==> src/rtl/bmm_pkg.sv <==
// Shared types and constants of the barycentric mesh morph block.
package bmm_pkg;

   localparam int LOW_VERTS   = 4096;
   localparam int IDX_BITS    = $clog2(LOW_VERTS);
   localparam int COORD_BITS  = 32;
   localparam int QDEPTH      = 2;
   localparam int Q_PTR_BITS  = $clog2(QDEPTH);
   localparam int Q_CNT_BITS  = $clog2(QDEPTH + 1);

   localparam logic CMD_LOAD  = 1'b0;
   localparam logic CMD_MORPH = 1'b1;

   typedef logic signed [COORD_BITS-1:0] coord_type;
   typedef coord_type [2:0] vec_type;

   typedef struct packed {
      logic [IDX_BITS-1:0] dest;
      coord_type           w0;
      coord_type           w1;
      coord_type           w2;
      coord_type           d;
      vec_type             a;
      vec_type             b;
      vec_type             c;
   } job_type;

   typedef struct packed {
      logic full;
      logic empty;
   } q_status_type;

   typedef enum logic [1:0] {
      FE_IDLE,
      FE_RD_B,
      FE_RD_C,
      FE_PUSH
   } fe_state_type;

   typedef enum logic [3:0] {
      BE_IDLE,
      BE_DIFF,
      BE_CROSS,
      BE_NORM,
      BE_SQUARE,
      BE_SQRT,
      BE_DIV_INIT,
      BE_DIV_RUN,
      BE_MAC,
      BE_OUT
   } be_state_type;

endpackage

==> src/rtl/bmm_queue.sv <==
// Short job queue between the fetch front end and the arithmetic back end.
module bmm_queue import bmm_pkg::*; (
   input  logic         clock,
   input  logic         reset,
   input  logic         push,
   input  job_type      push_job,
   input  logic         pop,
   output job_type      head,
   output q_status_type q_status
);

   job_type               slot_ff [QDEPTH];
   logic [Q_PTR_BITS-1:0] wr_ptr_ff, wr_ptr_in, rd_ptr_ff, rd_ptr_in;
   logic [Q_CNT_BITS-1:0] count_ff, count_in;
   logic                  do_push, do_pop;

   assign q_status.full  = (count_ff == Q_CNT_BITS'(QDEPTH));
   assign q_status.empty = (count_ff == '0);
   assign do_push        = push && !q_status.full;
   assign do_pop         = pop && !q_status.empty;
   assign head           = slot_ff[rd_ptr_ff];

   always_comb begin
      wr_ptr_in = wr_ptr_ff;
      rd_ptr_in = rd_ptr_ff;
      count_in  = count_ff;
      if (do_push) begin
         wr_ptr_in = (wr_ptr_ff == Q_PTR_BITS'(QDEPTH - 1)) ? '0 : wr_ptr_ff + 1'b1;
      end
      if (do_pop) begin
         rd_ptr_in = (rd_ptr_ff == Q_PTR_BITS'(QDEPTH - 1)) ? '0 : rd_ptr_ff + 1'b1;
      end
      if (do_push && !do_pop) count_in = count_ff + 1'b1;
      if (do_pop && !do_push) count_in = count_ff - 1'b1;
   end

   always_ff @(posedge clock) begin
      if (reset) begin
         wr_ptr_ff <= '0;
         rd_ptr_ff <= '0;
         count_ff  <= '0;
      end else begin
         wr_ptr_ff <= wr_ptr_in;
         rd_ptr_ff <= rd_ptr_in;
         count_ff  <= count_in;
      end
      if (do_push) slot_ff[wr_ptr_ff] <= push_job;
   end

endmodule

==> config.mk <==
export PLATFORM = sky130hd
export DESIGN_NAME = bmm_queue
export DESIGN_NICKNAME = d
export VERILOG_FILES = /design/src/rtl/bmm_pkg.sv /design/src/rtl/bmm_queue.sv
export SDC_FILE = /design/constraint.sdc
export NUM_CORES = 1
export LEC_CHECK = 0
export ABC_CLOCK_PERIOD_IN_PS = 21000
export BUFFER_PORTS_ARGS = -buffer_cell sky130_fd_sc_hd__buf_2
export CAP_MARGIN = 20
export CORE_AREA = 2 2 333 335
export CTS_CLUSTER_DIAMETER = 120
export DETAILED_ROUTE_END_ITERATION = 10
export DIE_AREA = 0 0 335 337
export PLACE_DENSITY_LB_ADDON = 0.15
export REMOVE_ABC_BUFFERS = 1
export SLEW_MARGIN = 10
export SYNTH_ARGS = -nofsm -noshare
export SYNTH_HDL_FRONTEND = slang
export SYNTH_SLANG_ARGS = --single-unit
==> constraint.sdc <==
create_clock -name clock -period 21 [get_ports clock]
set_input_delay 1.05 -clock clock [delete_from_list [all_inputs] [get_ports clock]]
set_output_delay 1.05 -clock clock [all_outputs]
set_load 0.02 [all_outputs]
# Word level (Yosys, flattened, before mapping)

Memories as Yosys holds them, arrays and structs flattened. A register that Yosys moved wholly into a read port is not among the register bits.
Index checks and enable logic that the tools add are counted.

$add $sub $neg: 4
Multiplexer cells: 8
Equality and inequality tests: 1
Reductions and logical operators: 10

Operators by type and width:

| kind                | count |
|---|---|
| $mux 1              | 6 |
| $logic_and 1x1->1   | 4 |
| $logic_not 1->1     | 4 |
| $mux 2              | 2 |
| $add 1x1->1 const B | 2 |
| $add 2x1->2 const B | 1 |
| $eq 2x2->1 const B  | 1 |
| $logic_not 2->1     | 1 |
| $reduce_bool 2->1   | 1 |
| $sub 2x1->2 const B | 1 |

Memories kept: 1
Flip-flop bits (word level): 4
Logic and storage cells: 27
Input bits: 432
Memory bits (writable): 856
Output and inout port bits: 430

Memory list:

| name    | words | bits a word | rd ports | clocked after Yosys merged registers in | write ports | RTL line        | source |
|---|---|---|---|---|---|---|---|
| slot_ff | 2     | 428         | 1        | 1                                       | 1           | bmm_queue.sv:12 | `job_type slot_ff [QDEPTH];` |

# Depth between registers and ports, before layout

Depth after elaboration: 7
Gate-level depth with buffers: 6
Mapped depth without buffers: 6

# Worst setup path after synthesis

Ideal clock, no wire load.

Kind: input -> register
Start: input push
End: memory slot_ff[1][0] (netlist bit), enable pin
Required time: 20150 ps
Setup slack: 9344 ps
Cell stages on the path: 1
Data arrival time: 10807 ps
Library setup time: 850 ps
Cells stage by stage: and3_1

Cells in the longest elaborated chain, start to end: 3

Ends and longest elaborated chain:

| item                         | RTL line        | source |
|---|---|---|
| start, declared              | bmm_queue.sv:5  | `input logic push,` |
| $logic_and 1x1->1            | bmm_queue.sv:19 | `assign do_push = push && !q_status.full;` |
| $mux 1                       | bmm_queue.sv:47 | `if (do_push) slot_ff[wr_ptr_ff] <= push_job;` |
| $mux 1 (implied by the code) | bmm_queue.sv:47 |  |
| end, declared                | bmm_queue.sv:12 |  |

Every way passes these cells.

==> metrics list <==
- Initial DRC Count: 731
* Startpoint of the worst register-to-register path: count_ff[0]
* Layout area overhead: 28.05%
- GRT Resource Usage Total: 13.93%
* Cell count of the worst reg-to-reg path: 7
* Total power draw: around 0.0053 W
- In this run the tightest slew margin relative to its limit is 23.33%.
- Largest buffer count on any clock path: 3
- Wire length of the first global-routing pass: 114,200 um
- Mapped cell area: ~31,000 sq um
* Worst voltage drop across the vdd grid: 0.08851 mV
- Post-cts repair resize count: 0
* Combinational group share of total power: 27.8%
- Clock-pin slew was measured on the worst setup and hold paths at 0.06 ns.
* Count of hold buffers inserted by post-cts repair: 0
- Final setup fails: 0
* Number of global-route vias before repair: 17,420
* Io pins: approximately 860
- Setup repair after global routing left no endpoint under its margin.
- STA classifies the critical path endpoint as an output port.
* Clock tree from TritonCTS: yes
* Switching power: 0.001633 W
- Of all nets on the critical path, the largest fanout is 75.
* WS Path Type: flop to output port
* Overflow left after global routing: 0
- Largest stage delay, worst path: 0.93 ns
- The floorplan step defined a die boundary enclosing approximately 110,000 sq um.
- FF-to-FF setup slack: about 16 ns
- The signal on the critical path passes through buf_4, buf_4, buf_4, mux2_2, buf_2.
* Post-route fraction of the period consumed by the critical path: approximately 26%
* Initial antenna violation count: 46
* Final HPWL DP: 58,710 um
- Input/output buffers: 861
- Residual antenna-violating net count after detailed routing: 0
- Core Rows: between 100 and 150
- Entering global routing, the biggest net connects 155 pins.
- Portion of synthesized cell area occupied by the leading cell type: 82.24%
* Vert. Die Dim: 337 um
- The number of endpoints with negative hold slack in the final report is 0.
- Clock skew on the completed layout was measured at 0.01676 ns.
* Leakage power of the design: 14.59 nW
- Effective utilization at floorplan: between 20% and 30%
* Remaining DRCs: 0
* Mapped Avg Cell Area: 23.02 sq um
- Fraction of final layout cells with drive strength greater than 1: between 60% and 70%
- WHS Path Cells: 2
- Most frequent cell on the critical path: sky130_fd_sc_hd__buf_4
- Hold is met by 0.5109 ns.
- Post-Route Setup TNS: 0 ns
- Post-synthesis share of cell area spent on xor and xnor gates: less than 1%
* Part of the power in registers: a little over two fifths
- STA classifies the critical path startpoint as a flop.
- Worst min path class: flop to flop
* Number of cells in the finished layout apart from fillers: around 3,800
* Clock root cell: sky130_fd_sc_hd__clkbuf_16
- Sequential elements use 82.56% of the synthesized area.
* Required arrival time at the worst endpoint: 19.95 ns
- Vias per cell: about 4.3
- For the pin with the worst max-slew slack, the measured transition is 1.150 ns.
* End of the worst register-to-register path: slot_ff[0][199]
- The clock drives 861 sinks.
- Worst Min Path Start: wr_ptr_ff
- The portion of synthesized area spent on multiplexers is 15.42%.
- Combinational family with the most area after synthesis: multiplexers
- After detailed routing, the average wire length per cell comes to 21.76 um.
* Chip Width: 335 um
* Core Footprint: 109,600 sq um
- Crit-path leading delay family: buffers and inverters
- Via count of the routed design: between 15,000 and 20,000
- CP max stage cell: sky130_fd_sc_hd__buf_4
- Number of buffers and inverters on the critical path: 4
- GPL Wtd Cong: 0.8304
* DP Cell Count: 3,612
* Cells taking the most area after synthesis: sky130_fd_sc_hd__edfxtp_1 82%, sky130_fd_sc_hd__mux2_2 15%, sky130_fd_sc_hd__buf_6 1.5%
- The synthesized netlist devotes less than 1% of its cell area to compound gates.
- CTS built an H-tree with a depth of 3.
* Worst-skew pair later-pin latency: between 0.6 and 0.7 ns
- In this run the power density over the cells is ~130 nW/um^2.
* Clock period minus worst slack: approximately 5.4 ns
- Setup Buffers After CTS: 0
* Total CTS buffers: 95
- The internal portion of the total power is around 0.0036 W.
- The first detailed-routing pass took 4 iterations.
- Synthesis produced a netlist whose cell count is 1,358.
* Maximum Capacitance Violations: 0
- Switching Fraction: 31.08%
* Filler instances: 10,510
* Synth Register Bits: around 860
* Synth warnings: 0
* Max Transition Viols Final: 0
* Fmax achieved: 185.1 MHz
- Status: completed
- The final layout contains between 2,000 and 3,000 nets.
- Library cell occupying the most area in the post-synthesis netlist: sky130_fd_sc_hd__edfxtp_1
* Aggregate routed wire length: 82,930 um
* Endpoint with the worst hold slack: wr_ptr_ff
- Post-Synth Adder-Cell Area: 0.04003%
- Share of synthesized cell area in and, or, nand and nor gates: 0.1481%
* CP Data Arrival Time: 4.35 ns
* Library cells used by synthesis: 19
- Clock power share: a little under 30%
- Final Util: roughly 37%
-- layer usage --
metal  up-vias  GRT usage, %  wire length, um
met5         -             0              240
met3       205         5.803             6916
met4        36         7.471             3538
met2       602         25.15            44420
met1      8075         13.44            27820
li1       7342             -                -
-- worst max path at each step --
| stage | end | slack (ns) | cells after the start |
|---|---|---|---|
| 4_1_cts | head[258] | 14.77 | 5 |
| 3_5_place_dp | slot_ff[0][290] | 15.53 | 7 |
| 5_1_grt | head[258] | 15.27 | 5 |
| 2_1_floorplan | head[0] | 8.87 | 1 |
| 6_report | head[258] | 15.60 | 5 |
| 3_3_place_gp | head[258] | 15.62 | 5 |
-- synthesized netlist by cell type (all sizes together) --
cell / count
edfxtp: 856
xnor2: 2
o21ai: 2
nand2b: 1
dfxtp: 5
buf: 48
xor2: 1
nor2: 4
a21oi: 2
and3: 1
inv: 3
ha: 1
mux2: 428
or3: 2
o21a: 1
nand2: 1
-- metrics by stage --
step                      worst slack, ns  cell area (sq um)
final                               15.60              40020
after global routing                15.27              40020
after detailed placement            15.53              36980
after CTS                           14.77              39920
after global placement              15.62              36980
after floorplan                     8.867              30750
-- layout make-up --
type / instances / area, sq um / area share (%)
Clock inverter: 51 / 411.6 / 1.028
Antenna cell: 22 / 55.05 / 0.1375
Sequential cell: 861 / 25810 / 64.48
Inverter: 3 / 18.77 / 0.04689
Tap cell: 1426 / 1784 / 4.458
Clock buffer: 124 / 2527 / 6.315
Multi-Input combinational cell: 446 / 4937 / 12.34
Timing Repair Buffer: 878 / 4482 / 11.20
-- power by group through the flow --
stage	Clock, W	Sequential (W)	Combinational, W
final	0.00156	0.00223	0.00146
after detailed placement	0	0.00229	0.00147
after CTS	0.00161	0.00225	0.00148
after global placement	0	0.00228	0.00146
after global routing	0.00168	0.00225	0.00156
after floorplan	0	0.00243	0.00100
-- registers in the layout (all words and copies together), names as in the netlist, named ones only --
register	count
rd_ptr_ff	1
wr_ptr_ff	1
slot_ff	856
count_ff	2
-- cells in the final DEF, fill, tap and decap left out, types with 3 or more instances in the layout --
| master | Yosys | routed |
|---|---|---|
| sky130_fd_sc_hd__edfxtp_1 | 856 | 856 |
| sky130_fd_sc_hd__clkinv_8 | 0 | 3 |
| sky130_fd_sc_hd__dfxtp_1 | 5 | 4 |
| sky130_fd_sc_hd__clkbuf_1 | 0 | 26 |
| sky130_fd_sc_hd__clkbuf_16 | 0 | 96 |
| sky130_fd_sc_hd__diode_2 | 0 | 22 |
| sky130_fd_sc_hd__inv_6 | 0 | 3 |
| sky130_fd_sc_hd__clkinv_1 | 0 | 25 |
| sky130_fd_sc_hd__buf_4 | 5 | 14 |
| sky130_fd_sc_hd__bufinv_16 | 0 | 5 |
| sky130_fd_sc_hd__buf_2 | 2 | 861 |
| sky130_fd_sc_hd__mux2_2 | 428 | 428 |
| sky130_fd_sc_hd__nor2_1 | 4 | 4 |
| sky130_fd_sc_hd__clkinv_2 | 0 | 13 |
-- tightest hold or removal path, delay by kind of cell, from the launching register on --
kind               cells  cell delay [ns]
DFF                    1             0.32
AOI/OAI and AO/OA      2             0.14
-- cells by family after synthesis --
group,count (synthesis)
AOI/OAI and AO/OA,5
buffers and inverters,51
and+or+nand+nor,9
DFF,861
muxes,428
adders and majority gates,1
xor gates and xnor gates,3
Note: power is estimated with default switching activity, not from simulation.
